**config.mk**
```make
export PLATFORM = sky130hd
export DESIGN_NAME = two_node_can_bus_arbiter_core
export DESIGN_NICKNAME = d
export VERILOG_FILES = /design/src/design/cba_pkg.sv /design/src/design/cba_ram.sv /design/src/design/cba_regs.sv /design/src/design/cba_ctrl.sv /design/src/design/cba_dp.sv /design/src/design/two_node_can_bus_arbiter_core.sv
export SDC_FILE = /design/constraint.sdc
export NUM_CORES = 2
export LEC_CHECK = 0
export BUFFER_PORTS_ARGS = -buffer_cell sky130_fd_sc_hd__buf_2
export CAP_MARGIN = 20
export CORE_MARGIN = 2
export CORE_UTILIZATION = 45
export DETAILED_ROUTE_END_ITERATION = 7
export PLACE_DENSITY = 0.57
export SLEW_MARGIN = 0
export SYNTH_ARGS = -nofsm -noshare
export SYNTH_HDL_FRONTEND = slang
export SYNTH_SLANG_ARGS = --single-unit
```
**constraint.sdc**
```tcl
create_clock -name clk -period 6 [get_ports clk]
set_clock_uncertainty 0.1 [all_clocks]
set_input_delay 0.3 -clock clk [delete_from_list [all_inputs] [get_ports clk]]
set_output_delay 0.3 -clock clk [all_outputs]
set_load 0.1 [all_outputs]
```
**src/design/cba_pkg.sv**
```systemverilog
`default_nettype none

package cba_pkg;

	// Queue geometry: a queue holds QUEUE_DEPTH-1 frames.
	localparam int QUEUE_DEPTH = 16;
	localparam int PTR_W = $clog2(QUEUE_DEPTH);

	localparam int ID_W = 29;
	localparam int LEN_W = 7;
	localparam int BAUD_W = 24;
	localparam int THRESH_W = 17;
	localparam int DRAW_W = 16;
	localparam int KIND_W = 3;

	localparam logic [LEN_W-1:0] MAX_LEN = LEN_W'(64);
	localparam logic [LEN_W-1:0] IFS_BITS = LEN_W'(44);

	// Result kinds
	localparam logic [KIND_W-1:0] KIND_CONFIRM = 3'd0;
	localparam logic [KIND_W-1:0] KIND_DELIVER = 3'd1;
	localparam logic [KIND_W-1:0] KIND_BUS_ERR = 3'd2;
	localparam logic [KIND_W-1:0] KIND_ARB_LOST = 3'd3;
	localparam logic [KIND_W-1:0] KIND_INTERVAL = 3'd4;
	localparam logic [KIND_W-1:0] KIND_IDLE = 3'd5;

	// Result selection from controller to datapath
	localparam logic [1:0] EM_NOTE = 2'd0;
	localparam logic [1:0] EM_LOST = 2'd1;
	localparam logic [1:0] EM_INTERVAL = 2'd2;
	localparam logic [1:0] EM_IDLE = 2'd3;

	// Register map, byte address 4*index
	localparam int ADDR_W = 5;
	localparam logic [2:0] REG_BAUD0 = 3'd0;
	localparam logic [2:0] REG_BAUD1 = 3'd1;
	localparam logic [2:0] REG_DISCARD0 = 3'd2;
	localparam logic [2:0] REG_DISCARD1 = 3'd3;
	localparam logic [2:0] REG_THRESH = 3'd4;

	typedef struct packed {
		logic [ID_W-1:0] id;
		logic ext;
		logic rtr;
		logic [LEN_W-1:0] len;
	} frame_t;

	localparam int FRAME_W = $bits(frame_t);

	typedef struct packed {
		logic [BAUD_W-1:0] baud0;
		logic [BAUD_W-1:0] baud1;
		logic [1:0] discard;
		logic [THRESH_W-1:0] threshold;
	} cfg_t;

	typedef struct packed {
		logic accept;
		logic write_frame;
		logic start_tick;
		logic pop;
		logic emit;
		logic [1:0] emit_sel;
		logic last;
		logic node;
	} cmd_t;

	typedef struct packed {
		logic [1:0] empty;
		logic [1:0] empty_after_pop;
		logic out_free;
	} sts_t;

	function automatic logic [PTR_W-1:0] ptr_next(input logic [PTR_W-1:0] p);
		logic [PTR_W-1:0] r;
		if (p == PTR_W'(QUEUE_DEPTH - 1)) begin
			r = '0;
		end else begin
			r = p + PTR_W'(1);
		end
		return r;
	endfunction

endpackage

`default_nettype wire

```
**src/design/cba_ram.sv**
```systemverilog
`default_nettype none

module cba_ram #(
	parameter int WIDTH = 8,
	parameter int DEPTH = 16,
	localparam int AW = $clog2(DEPTH)
) (
	input  wire logic             clk,
	input  wire logic             we,
	input  wire logic [AW-1:0]    waddr,
	input  wire logic [WIDTH-1:0] wdata,
	input  wire logic [AW-1:0]    raddr,
	output logic      [WIDTH-1:0] rdata
);

	logic [WIDTH-1:0] mem_q [DEPTH];
	logic [WIDTH-1:0] rdata_q;

	always_ff @(posedge clk) begin
		if (we) begin
			mem_q[waddr] <= wdata;
		end
		rdata_q <= mem_q[raddr];
	end

	assign rdata = rdata_q;

endmodule

`default_nettype wire

```
**src/design/cba_regs.sv**
```systemverilog
`default_nettype none

module cba_regs import cba_pkg::*; (
	input  wire logic              clk,
	input  wire logic              arst_n,
	input  wire logic              psel,
	input  wire logic              penable,
	input  wire logic              pwrite,
	input  wire logic [ADDR_W-1:0] paddr,
	input  wire logic [31:0]       pwdata,
	output logic      [31:0]       prdata,
	output logic                   pready,
	output cfg_t                   cfg
);

	cfg_t cfg_q;
	logic wr;
	logic [2:0] idx;

	assign pready = 1'b1;
	assign wr = psel & penable & pwrite;
	assign idx = paddr[ADDR_W-1:2];

	always_ff @(posedge clk or negedge arst_n) begin
		if (!arst_n) begin
			cfg_q <= '0;
		end else if (wr) begin
			unique case (idx)
				REG_BAUD0:    cfg_q.baud0 <= pwdata[BAUD_W-1:0];
				REG_BAUD1:    cfg_q.baud1 <= pwdata[BAUD_W-1:0];
				REG_DISCARD0: cfg_q.discard[0] <= pwdata[0];
				REG_DISCARD1: cfg_q.discard[1] <= pwdata[0];
				REG_THRESH:   cfg_q.threshold <= pwdata[THRESH_W-1:0];
				default:      ;
			endcase
		end
	end

	always_comb begin
		unique case (idx)
			REG_BAUD0:    prdata = 32'(cfg_q.baud0);
			REG_BAUD1:    prdata = 32'(cfg_q.baud1);
			REG_DISCARD0: prdata = 32'(cfg_q.discard[0]);
			REG_DISCARD1: prdata = 32'(cfg_q.discard[1]);
			REG_THRESH:   prdata = 32'(cfg_q.threshold);
			default:      prdata = '0;
		endcase
	end

	assign cfg = cfg_q;

endmodule

`default_nettype wire

```
**src/design/cba_ctrl.sv**
```systemverilog
`default_nettype none

module cba_ctrl import cba_pkg::*; (
	input  wire logic       clk,
	input  wire logic       arst_n,
	input  wire logic       in_valid,
	input  wire logic       operation,
	input  wire logic [1:0] discard,
	input  wire sts_t       sts,
	output logic            in_stall,
	output cmd_t            cmd
);

	localparam logic [2:0] S_IDLE  = 3'd0;
	localparam logic [2:0] S_FETCH = 3'd1;
	localparam logic [2:0] S_TICK  = 3'd2;
	localparam logic [2:0] S_NOTE  = 3'd3;
	localparam logic [2:0] S_DISC  = 3'd4;
	localparam logic [2:0] S_CHECK = 3'd5;

	logic [2:0] state_q, state_d;
	logic node_q, node_d;
	logic pending_q, pending_d;

	always_ff @(posedge clk or negedge arst_n) begin
		if (!arst_n) begin
			state_q <= S_IDLE;
			node_q <= 1'b0;
			pending_q <= 1'b0;
		end else begin
			state_q <= state_d;
			node_q <= node_d;
			pending_q <= pending_d;
		end
	end

	always_comb begin
		cmd = '0;
		cmd.node = node_q;
		state_d = state_q;
		node_d = node_q;
		pending_d = pending_q;
		in_stall = (state_q != S_IDLE);
		unique case (state_q)
			S_IDLE: begin
				if (in_valid) begin
					cmd.accept = 1'b1;
					if (operation) begin
						state_d = S_TICK;
					end else begin
						// frame goes into its queue at the accept edge
						cmd.write_frame = 1'b1;
						state_d = S_FETCH;
					end
				end
			end
			S_FETCH: begin
				// queue RAM read refreshes after the write
				state_d = S_CHECK;
			end
			S_TICK: begin
				pending_d = 1'b0;
				if (&sts.empty) begin
					if (sts.out_free) begin
						cmd.emit = 1'b1;
						cmd.emit_sel = EM_IDLE;
						cmd.last = 1'b1;
						state_d = S_IDLE;
					end
				end else begin
					cmd.start_tick = 1'b1;
					node_d = 1'b0;
					state_d = S_NOTE;
				end
			end
			S_NOTE: begin
				if (sts.out_free) begin
					cmd.emit = 1'b1;
					cmd.emit_sel = EM_NOTE;
					cmd.last = node_q & (&sts.empty);
					if (discard[node_q] && !sts.empty[node_q]) begin
						state_d = S_DISC;
					end else if (!node_q) begin
						node_d = 1'b1;
					end else begin
						state_d = S_CHECK;
					end
				end
			end
			S_DISC: begin
				if (sts.out_free) begin
					cmd.emit = 1'b1;
					cmd.emit_sel = EM_LOST;
					cmd.pop = 1'b1;
					cmd.last = node_q & sts.empty_after_pop[1] & sts.empty[0];
					if (sts.empty_after_pop[node_q]) begin
						if (!node_q) begin
							node_d = 1'b1;
							state_d = S_NOTE;
						end else begin
							state_d = S_CHECK;
						end
					end
				end
			end
			S_CHECK: begin
				if (pending_q || (&sts.empty)) begin
					state_d = S_IDLE;
				end else if (sts.out_free) begin
					cmd.emit = 1'b1;
					cmd.emit_sel = EM_INTERVAL;
					cmd.last = 1'b1;
					pending_d = 1'b1;
					state_d = S_IDLE;
				end
			end
			default: begin
				state_d = S_IDLE;
			end
		endcase
	end

endmodule

`default_nettype wire

```
**src/design/cba_dp.sv**
```systemverilog
`default_nettype none

module cba_dp import cba_pkg::*; (
	input  wire logic                  clk,
	input  wire logic                  arst_n,
	input  wire cmd_t                  cmd,
	input  wire cfg_t                  cfg,
	input  wire logic                  source_node,
	input  wire logic [ID_W-1:0]       frame_id,
	input  wire logic                  extended_id,
	input  wire logic                  remote_request,
	input  wire logic [LEN_W-1:0]      data_length,
	input  wire logic [DRAW_W-1:0]     random_draw,
	input  wire logic                  out_stall,
	output sts_t                       sts,
	output logic                       out_valid,
	output logic      [KIND_W-1:0]     kind,
	output logic                       dest_node,
	output logic      [ID_W-1:0]       out_frame_id,
	output logic                       out_extended_id,
	output logic                       out_remote_request,
	output logic      [LEN_W-1:0]      out_data_length,
	output logic                       error_at_originator,
	output logic      [LEN_W-1:0]      interval_count,
	output logic      [BAUD_W-1:0]     interval_resolution,
	output logic                       last
);

	logic [1:0][PTR_W-1:0] wptr_q, rptr_q, raddr;
	logic [1:0][FRAME_W-1:0] rdata;
	logic [1:0] empty, full, empty_ap, we, pop_g;
	frame_t head [2];
	frame_t in_frame;
	logic who_c;

	logic [DRAW_W-1:0] draw_q;
	frame_t win_q;
	logic who_q, err_q;

	logic out_valid_q;
	logic [KIND_W-1:0] kind_d, kind_q;
	logic dest_d, dest_q;
	logic [ID_W-1:0] id_d, id_q;
	logic ext_d, ext_q, rtr_d, rtr_q, orig_d, orig_q;
	logic [LEN_W-1:0] len_d, len_q, cnt_d, cnt_q;
	logic [BAUD_W-1:0] res_d, res_q, agreed;
	logic last_q;
	logic out_free;

	assign in_frame.id = frame_id;
	assign in_frame.ext = extended_id;
	assign in_frame.rtr = remote_request;
	assign in_frame.len = (data_length > MAX_LEN) ? MAX_LEN : data_length;

	// lowest identifier wins, node 0 on ties
	assign who_c = empty[0] | (!empty[1] & (head[1].id < head[0].id));

	always_comb begin
		for (int g = 0; g < 2; g++) begin
			head[g] = frame_t'(rdata[g]);
			empty[g] = (rptr_q[g] == wptr_q[g]);
			full[g] = (ptr_next(wptr_q[g]) == rptr_q[g]);
			empty_ap[g] = (ptr_next(rptr_q[g]) == wptr_q[g]);
			we[g] = cmd.write_frame & (source_node == 1'(g)) & !full[g];
			pop_g[g] = (cmd.start_tick & (who_c == 1'(g))) | (cmd.pop & (cmd.node == 1'(g)));
			// read ahead on pop so the head stays current
			raddr[g] = pop_g[g] ? ptr_next(rptr_q[g]) : rptr_q[g];
		end
	end

	for (genvar g = 0; g < 2; g++) begin : g_queue
		cba_ram #(
			.WIDTH(FRAME_W),
			.DEPTH(QUEUE_DEPTH)
		) u_ram (
			.clk(clk),
			.we(we[g]),
			.waddr(wptr_q[g]),
			.wdata(in_frame),
			.raddr(raddr[g]),
			.rdata(rdata[g])
		);
	end

	always_ff @(posedge clk or negedge arst_n) begin
		if (!arst_n) begin
			wptr_q <= '0;
			rptr_q <= '0;
		end else begin
			for (int g = 0; g < 2; g++) begin
				if (we[g]) begin
					wptr_q[g] <= ptr_next(wptr_q[g]);
				end
				if (pop_g[g]) begin
					rptr_q[g] <= raddr[g];
				end
			end
		end
	end

	always_ff @(posedge clk) begin
		if (cmd.accept) begin
			draw_q <= random_draw;
		end
		if (cmd.start_tick) begin
			win_q <= head[who_c];
			who_q <= who_c;
			err_q <= ({1'b0, draw_q} < cfg.threshold);
		end
	end

	assign agreed = (cfg.baud0 != '0 && cfg.baud0 == cfg.baud1) ? cfg.baud0 : '0;

	always_comb begin
		kind_d = KIND_IDLE;
		dest_d = 1'b0;
		id_d = '0;
		ext_d = 1'b0;
		rtr_d = 1'b0;
		len_d = '0;
		orig_d = 1'b0;
		cnt_d = '0;
		res_d = '0;
		unique case (cmd.emit_sel)
			EM_NOTE: begin
				dest_d = cmd.node;
				id_d = win_q.id;
				if (err_q) begin
					kind_d = KIND_BUS_ERR;
					orig_d = (cmd.node == who_q);
				end else if (cmd.node == who_q) begin
					kind_d = KIND_CONFIRM;
				end else begin
					kind_d = KIND_DELIVER;
					ext_d = win_q.ext;
					rtr_d = win_q.rtr;
					len_d = win_q.len;
				end
			end
			EM_LOST: begin
				kind_d = KIND_ARB_LOST;
				dest_d = cmd.node;
				id_d = head[cmd.node].id;
			end
			EM_INTERVAL: begin
				kind_d = KIND_INTERVAL;
				cnt_d = IFS_BITS + head[who_c].len;
				res_d = agreed;
			end
			EM_IDLE: begin
				kind_d = KIND_IDLE;
			end
		endcase
	end

	assign out_free = !out_valid_q || !out_stall;

	always_ff @(posedge clk or negedge arst_n) begin
		if (!arst_n) begin
			out_valid_q <= 1'b0;
		end else if (cmd.emit) begin
			out_valid_q <= 1'b1;
		end else if (!out_stall) begin
			out_valid_q <= 1'b0;
		end
	end

	always_ff @(posedge clk) begin
		if (cmd.emit) begin
			kind_q <= kind_d;
			dest_q <= dest_d;
			id_q <= id_d;
			ext_q <= ext_d;
			rtr_q <= rtr_d;
			len_q <= len_d;
			orig_q <= orig_d;
			cnt_q <= cnt_d;
			res_q <= res_d;
			last_q <= cmd.last;
		end
	end

	assign sts.empty = empty;
	assign sts.empty_after_pop = empty_ap;
	assign sts.out_free = out_free;

	assign out_valid = out_valid_q;
	assign kind = kind_q;
	assign dest_node = dest_q;
	assign out_frame_id = id_q;
	assign out_extended_id = ext_q;
	assign out_remote_request = rtr_q;
	assign out_data_length = len_q;
	assign error_at_originator = orig_q;
	assign interval_count = cnt_q;
	assign interval_resolution = res_q;
	assign last = last_q;

endmodule

`default_nettype wire

```
**src/design/two_node_can_bus_arbiter_core.sv**
```systemverilog
`default_nettype none

// Two-node CAN bus arbiter. Each node owns a 15-frame queue (a 16-entry RAM with
// registered read); an offer to a full queue is dropped silently. A transmit tick
// pops the lowest-identifier head (node 0 wins ties), sends a confirm/delivery or a
// bus error to each node, and in discard mode flushes that node's queue with one
// arbitration-lost result per frame. After every transaction a next-interval result
// (44 + winner length, agreed baud) follows when none is pending and a frame waits;
// the last result of a transaction has last set. An offer writes the frame, lets
// the RAM read refresh, then does the interval check. A tick with both queues
// empty only emits an idle result; any other tick pops the winner, emits each
// confirm, delivery, bus error or arbitration-lost result in turn, and sends the
// next-interval result, when there is one, in the final check state. Each result
// waits while the output register is held by out_stall. Items are accepted one
// at a time; the user must write registers only while idle (not enforced here).
module two_node_can_bus_arbiter_core import cba_pkg::*; (
	input  wire logic                  clk,
	input  wire logic                  arst_n,
	input  wire logic                  psel,
	input  wire logic                  penable,
	input  wire logic                  pwrite,
	input  wire logic [ADDR_W-1:0]     paddr,
	input  wire logic [31:0]           pwdata,
	output logic      [31:0]           prdata,
	output logic                       pready,
	input  wire logic                  in_valid,
	output logic                       in_stall,
	input  wire logic                  operation,
	input  wire logic                  source_node,
	input  wire logic [ID_W-1:0]       frame_id,
	input  wire logic                  extended_id,
	input  wire logic                  remote_request,
	input  wire logic [LEN_W-1:0]      data_length,
	input  wire logic [DRAW_W-1:0]     random_draw,
	output logic                       out_valid,
	input  wire logic                  out_stall,
	output logic      [KIND_W-1:0]     kind,
	output logic                       dest_node,
	output logic      [ID_W-1:0]       out_frame_id,
	output logic                       out_extended_id,
	output logic                       out_remote_request,
	output logic      [LEN_W-1:0]      out_data_length,
	output logic                       error_at_originator,
	output logic      [LEN_W-1:0]      interval_count,
	output logic      [BAUD_W-1:0]     interval_resolution,
	output logic                       last
);

	cfg_t cfg;
	cmd_t cmd;
	sts_t sts;

	cba_regs u_regs (
		.clk(clk),
		.arst_n(arst_n),
		.psel(psel),
		.penable(penable),
		.pwrite(pwrite),
		.paddr(paddr),
		.pwdata(pwdata),
		.prdata(prdata),
		.pready(pready),
		.cfg(cfg)
	);

	cba_ctrl u_ctrl (
		.clk(clk),
		.arst_n(arst_n),
		.in_valid(in_valid),
		.operation(operation),
		.discard(cfg.discard),
		.sts(sts),
		.in_stall(in_stall),
		.cmd(cmd)
	);

	cba_dp u_dp (
		.clk(clk),
		.arst_n(arst_n),
		.cmd(cmd),
		.cfg(cfg),
		.source_node(source_node),
		.frame_id(frame_id),
		.extended_id(extended_id),
		.remote_request(remote_request),
		.data_length(data_length),
		.random_draw(random_draw),
		.out_stall(out_stall),
		.sts(sts),
		.out_valid(out_valid),
		.kind(kind),
		.dest_node(dest_node),
		.out_frame_id(out_frame_id),
		.out_extended_id(out_extended_id),
		.out_remote_request(out_remote_request),
		.out_data_length(out_data_length),
		.error_at_originator(error_at_originator),
		.interval_count(interval_count),
		.interval_resolution(interval_resolution),
		.last(last)
	);

endmodule

`default_nettype wire
```
* After elaboration in Yosys (flattened, before gate mapping)
Memories as Yosys holds them, arrays and structs flattened. A register that Yosys moved wholly into a read port is not among the register bits.
Cells that the tools add are included.
W data, S select, Z words.
** Operators by class
- $add $sub $neg :: 5
- Order comparisons :: 6
- Equal/unequal tests :: 34
- Multiplexer cells :: 64
- Bitwise operators :: 23
- Reductions and logical operators :: 30
** Operator list (count)
- $mux W38 :: 6
- $pmux W24 S5 :: 1
- $pmux W29 S2 :: 1
- $mux W4 :: 11
- $mux W3 :: 11
- $lt A29 B29 Y1 :: 1
- $eq A24 B24 Y1 :: 1
- $eq A4 B4 Y1 :: 6
- $mux W1 :: 24
- $reduce_bool A24 Y1 :: 1
- $pmux W3 S6 :: 1
- $lt A16 B17 Y1 :: 1
- $add A4 B1 Y4 const B :: 4
- $eq A4 B4 Y1 const B :: 4
- $pmux W4 S4 :: 1
- $reduce_and A2 Y1 :: 8
- $and A1 B1 Y1 :: 14
- $eq A3 B2 Y1 const B :: 4
- $pmux W3 S4 :: 1
- $ne A2 B1 Y1 const B :: 5
- $eq A3 B3 Y1 const B :: 3
- $ne A2 B2 Y1 const B :: 4
- $add A6 B7 Y7 const A :: 1
- $gt A7 B7 Y1 const B :: 1
- other kinds (27) :: 47
** Storage, ports and cells
- Register bits :: 220
- Bits in writable memories :: 1216
- Input bits :: 100
- Output and inout port bits :: 110
- Memories kept :: 2
** Memory list
- u_dp.g_queue[0].u_ram.mem_q :: words 16, width 38, rd ports 1, clocked after Yosys merged registers in 1, wr ports 1, line cba_ram.sv:16 : logic [WIDTH-1:0] mem_q [DEPTH];
- u_dp.g_queue[1].u_ram.mem_q :: words 16, width 38, rd ports 1, clocked after Yosys merged registers in 1, wr ports 1, line cba_ram.sv:16

* Depth between registers and ports, before layout
- Depth in word-level cells :: 10
- Depth in mapped cells :: 16

* Modules after synthesis
Synthesis repeated with hierarchy kept, for this count alone.
** Second synthesis, totals
- Cells, all modules :: 3013
- Area total of the unflattened synthesis :: 59329.4 um2
** By module, submodules not included
- cba_ram :: times used 2, cells an instance 989, area each 23570.1 um2, sequential area each 19018.2 um2
- cba_dp :: times used 1, cells an instance 707, area each 8286.7 um2, sequential area each 4359.2 um2
- cba_regs :: times used 1, cells an instance 255, area each 3343.2 um2, sequential area each 1676.6 um2
- cba_ctrl :: times used 1, cells an instance 73, area each 559.3 um2, sequential area each 125.1 um2

* Worst setup path after synthesis
Ideal clock, no wire load.
- Kind :: register -> register
- From :: register u_dp.wptr_q[5] (netlist name)
- To :: register u_dp.dest_q, in the netlist u_dp.dest_node, enable pin
- Library setup time :: 0.509 ns
- Data arrival time :: 4.648 ns
- Path slack :: 0.743 ns
- Cell stages (with the launch flop) :: 8
- Cells stage by stage :: dfrtp_1 > buf_2 > xor2_1 > nor4_4 > and2_1 > o21a_1 > nor2_1 > nor2_1
** RTL lines
- from (decl) :: line cba_dp.sv:29 : logic [1:0][PTR_W-1:0] wptr_q, rptr_q, raddr;
- from (signal, indexed assignment) :: line cba_dp.sv:92 : wptr_q[g] <= ptr_next(wptr_q[g]);
- to (signal assigned) :: line cba_dp.sv:171 : dest_q <= dest_d;
- to (decl) :: line cba_dp.sv:42 : logic dest_d, dest_q;

* Worst setup path after layout
- From :: register u_dp.rptr_q[4] (netlist name)
- To :: register u_dp.g_queue[1].u_ram.rdata_q[18], read port of u_dp.g_queue[1].u_ram.mem_q
** Between the ends
- Word-level cells in the longest chain between the ends :: 7
** RTL lines
- from (decl) :: line cba_dp.sv:29
- from (signal, indexed assignment) :: line cba_dp.sv:95 : rptr_q[g] <= raddr[g];
- $eq A4 B4 Y1 :: line cba_dp.sv:61 : empty[g] = (rptr_q[g] == wptr_q[g]);
- $reduce_and A2 Y1 / $logic_not A1 Y1 (equally long branches) :: line cba_ctrl.sv:63, cba_dp.sv:56
- $mux W1 / $and A1 B1 Y1 (equally long branches) :: line cba_ctrl.sv:63, cba_dp.sv:56
- $mux W1 / $or A1 B1 Y1 (equally long branches) :: line cba_ctrl.sv:44, cba_dp.sv:56
- $and A1 B1 Y1 :: line cba_dp.sv:65 : pop_g[g] = (cmd.start_tick & (who_c == 1'(g))) | (cmd.pop & (cmd.node == 1'(g)));
- $or A1 B1 Y1 :: line cba_dp.sv:65
- $mux W4 * :: line cba_dp.sv:67 : raddr[g] = pop_g[g] ? ptr_next(rptr_q[g]) : rptr_q[g];
- to (decl) :: line cba_ram.sv:17 : logic [WIDTH-1:0] rdata_q;
Mark *: on every way between the ends. The rest lies on a longest branch, timed or not.
A chain may end at the register's enable or synchronous reset.

==> metrics <==
H-tree depth 4; die footprint 153600 um2; Ys Warns 0; Ports 210; WL/cell 25.22 um; Final ANT Viol Nets 0; Tmin final 4.758 ns; Critical Path Start Type flip-flop; Worst Setup EP u_dp.g_queue[1].u_ram.rdata[18]; Post-synth EDFFs 1347; vias in the first global route 42250; CP endpoint kind flip-flop; Syn-to-layout area delta 13.70%; routed vias/inst 5.873; HPWL after detailed placement 109500 um; Synth cell types 69; CTS tree done; first-pass GRT wire length 275000 um; setup slack, reg-to-reg 1.24 ns; Cell Area, Synth 67730 um2; CP dominant cell by count buf_4; Pre-antenna DRT Iters 6; vias 43600; GPL Wtd Cong 0.8079; # nets final 5422; static leakage 27.84 nW; PD cells 531.0 nW/um2; Worst-Margin Slew 1.121 ns; Clock Tree Buf Depth 3; total wire length 187200 um; slowest CP cell buf_4; Root Buffer clkbuf_16; worst hold-check path type in -> reg; reg2reg end u_dp.g_queue[1].u_ram.rdata[18]; Max Slew Vio Count 0; critical path's largest stage delay 0.89 ns; post-synthesis sequential area ratio 65.25%; Worst-path clk slew 0.06 ns; clock latency at the later pin of the worst-skew pair 0.79 ns; Max Freq 210.2 MHz; M1 wire length 82870 um; Worst EP arrival 5.32 ns; row cnt 142; total core area 149600 um2; ys async rst share 5.886%; global router's overall resource usage 24.06%; Worst Path Max Fanout 109; largest net degree at the start of global routing 149; initial antenna violation count 1; Post-Syn Instances 5096; Starting Density 45.28%; share of cells above drive strength 1 14.48%; Worst R2R Start u_dp.rptr_q[4]; CTS buffer count 163; Max-cap violations 0; Fin Setup TNS 0 ns; crit path from u_dp.rptr_q[4]; Die W 392.0 um; Remaining DRCs 0; number of hold violations in the final report 0; Critical Path RT 6.56 ns; initial drt markers 3955; worst reg-to-reg path cell count 8; grt total ovfl 0; top sig layer met4; outcome completed; Post-CTS Setup Inserts 0; critical path class reg -> reg; clock sinks 1512; dominant synthesized flop cell edfxtp_1; Peak VDD IR 651.4 uV; RSZ-0062 raised after global routing no; crit-path cells buf_4 > buf_4 > buf_4 > mux2i_4 > buf_12 > mux2i_1 > mux2i_1 > a221o_1; DR WL met2 87550 um; Slew headroom 25.29%; Final setup violation count 0; WL met3 11630 um; port buffer count 190; chip height 392.0 um; total power 40.89 mW; Seq cells post-synth 1512; fin crit share 79.29%; Synth Area per Inst 13.29 um2
## cell type report
cell class	instances	area [um2]
Fill cell	12670	72580
Multi-Input combinational cell	3040	21450
Antenna cell	1	2.502
Timing Repair Buffer	405	3133
Clock buffer	231	4528
Tap cell	2016	2522
Clock inverter	73	621.8
Inverter	146	548.0
Sequential cell	1512	44210
## how the worst min path moves through the flow
stage	start	end	slack [ns]	depth (start not counted)
final	frame_id[2]	u_dp.g_queue[0].u_ram.mem_q[11][11]	0.04	1
after floorplan	arst_n	u_ctrl.node_q	-0.1	0
after detailed placement	arst_n	u_regs.cfg[62]	0.16	1
after global placement	arst_n	u_regs.cfg[65]	0.16	1
after CTS	frame_id[2]	u_dp.g_queue[0].u_ram.mem_q[2][11]	0.0007	1
after global routing	frame_id[2]	u_dp.g_queue[0].u_ram.mem_q[2][11]	0.03	1
## per-stage QoR
stage	setup WS (ns)	utilization (%)	hold WS [ns]	cell area (um2)	instances
global route	0.9653	51.48	0.02833	77010	7423
global placement	1.415	47.43	0.1595	70960	7034
finish	1.242	51.48	0.04152	77020	7424
floorplan	0.7435	-	-0.09559	67760	5103
CTS	1.310	51.44	0.0006993	76950	7419
detailed placement	1.315	47.48	0.1588	71020	7038
## per-layer routing
layer  vias to the layer above  global-route usage (%)
met1                     22140                   33.82
li1                      19670                       -
met5                         -                       0
met3                       248                   3.624
met2                      1544                   38.56
met4                         0                   7.420
## state kept, by name, indices dropped and copies added (netlist names), 7 cells and up
register / cells
u_dp.out_frame_id: 29
u_dp.interval_resolution: 24
u_dp.out_data_length: 7
u_dp.win_q: 38
u_regs.cfg: 67
u_dp.draw_q: 16
u_dp.interval_count: 7
u_dp.g_queue.u_ram.mem_q: 1216
u_dp.rptr_q: 8
u_dp.g_queue.u_ram.rdata: 76
u_dp.wptr_q: 8
## cells in the mapped netlist, types with 30 or more instances
cell | number | area, um2
a221o_1 | 39 | 390.4
buf_1 | 30 | 112.6
nand2_1 | 628 | 2357
dfrtp_1 | 89 | 2227
buf_2 | 51 | 255.2
o221ai_1 | 38 | 332.8
nor2_1 | 74 | 277.8
nand2b_1 | 236 | 1476
mux2_2 | 150 | 1689
a21oi_1 | 272 | 1361
edfxtp_1 | 1347 | 40450
a311oi_1 | 76 | 665.6
and2_1 | 50 | 312.8
o32ai_1 | 39 | 341.6
o211ai_1 | 233 | 1749
buf_4 | 34 | 255.2
ha_1 | 54 | 675.7
a221oi_1 | 76 | 665.6
clkbuf_1 | 272 | 1021
a211o_1 | 76 | 665.6
inv_1 | 144 | 540.5
mux2i_1 | 516 | 5165
dfxtp_1 | 76 | 1521
a32oi_1 | 39 | 341.6
nor3_1 | 84 | 420.4
o21ai_0 | 156 | 780.8
xnor2_1 | 45 | 394.1
## critical path, delay by kind of cell, from the launching register on
kind,cells,cell delay [ns]
buffers and inverters,4,2.71
multiplexers,3,0.57
flip-flops,1,0.52
AO/OA/AOI/OAI,1,0.39
## layout by cell type (no fill, tap or decap), types with 14 or more instances in the layout
master	n
clkbuf_1	52
buf_4	108
a21oi_1	270
nand2_1	624
dlygate4sd3_1	77
mux2i_1	514
edfxtp_1	1347
o21ai_0	156
nor3_1	84
nand4_1	14
and2_2	17
a32oi_1	39
a311oi_1	76
a211o_1	76
clkbuf_16	166
ha_1	54
nor2_1	65
o211ai_1	233
buf_12	28
o32ai_1	38
a221oi_1	76
clkinv_1	27
and2_1	30
xnor2_1	45
inv_1	144
dfxtp_1	76
buf_2	189
mux2_2	150
a221o_1	39
clkinv_2	22
o221ai_1	38
dfrtp_1	86
nand2b_1	236
## cells by family after synthesis
kind of cell / after synthesis / share of synthesized area [%]
other: 2 / 0.01109
adders and majority gates: 54 / 0.9975
and+or+nand+nor: 1165 / 8.061
DFF: 1512 / 65.25
muxes: 667 / 10.14
buffers and inverters: 551 / 3.526
xor gates and xnor gates: 53 / 0.6853
AOI/OAI and AO/OA: 1092 / 11.33
## power breakdown
group	switching, mW	internal [mW]
clock network	4.12	5.61
registers	0.655	12.5
logic	11.9	6.04
total	16.7	24.2
## repair_timing
action                      CTS  global route
hold endpoints to repair   1018             2
gates resized for setup       0             0
setup endpoints to repair     0             0
hold buffers                 77             1
Note: power is estimated with default switching activity, not from simulation.
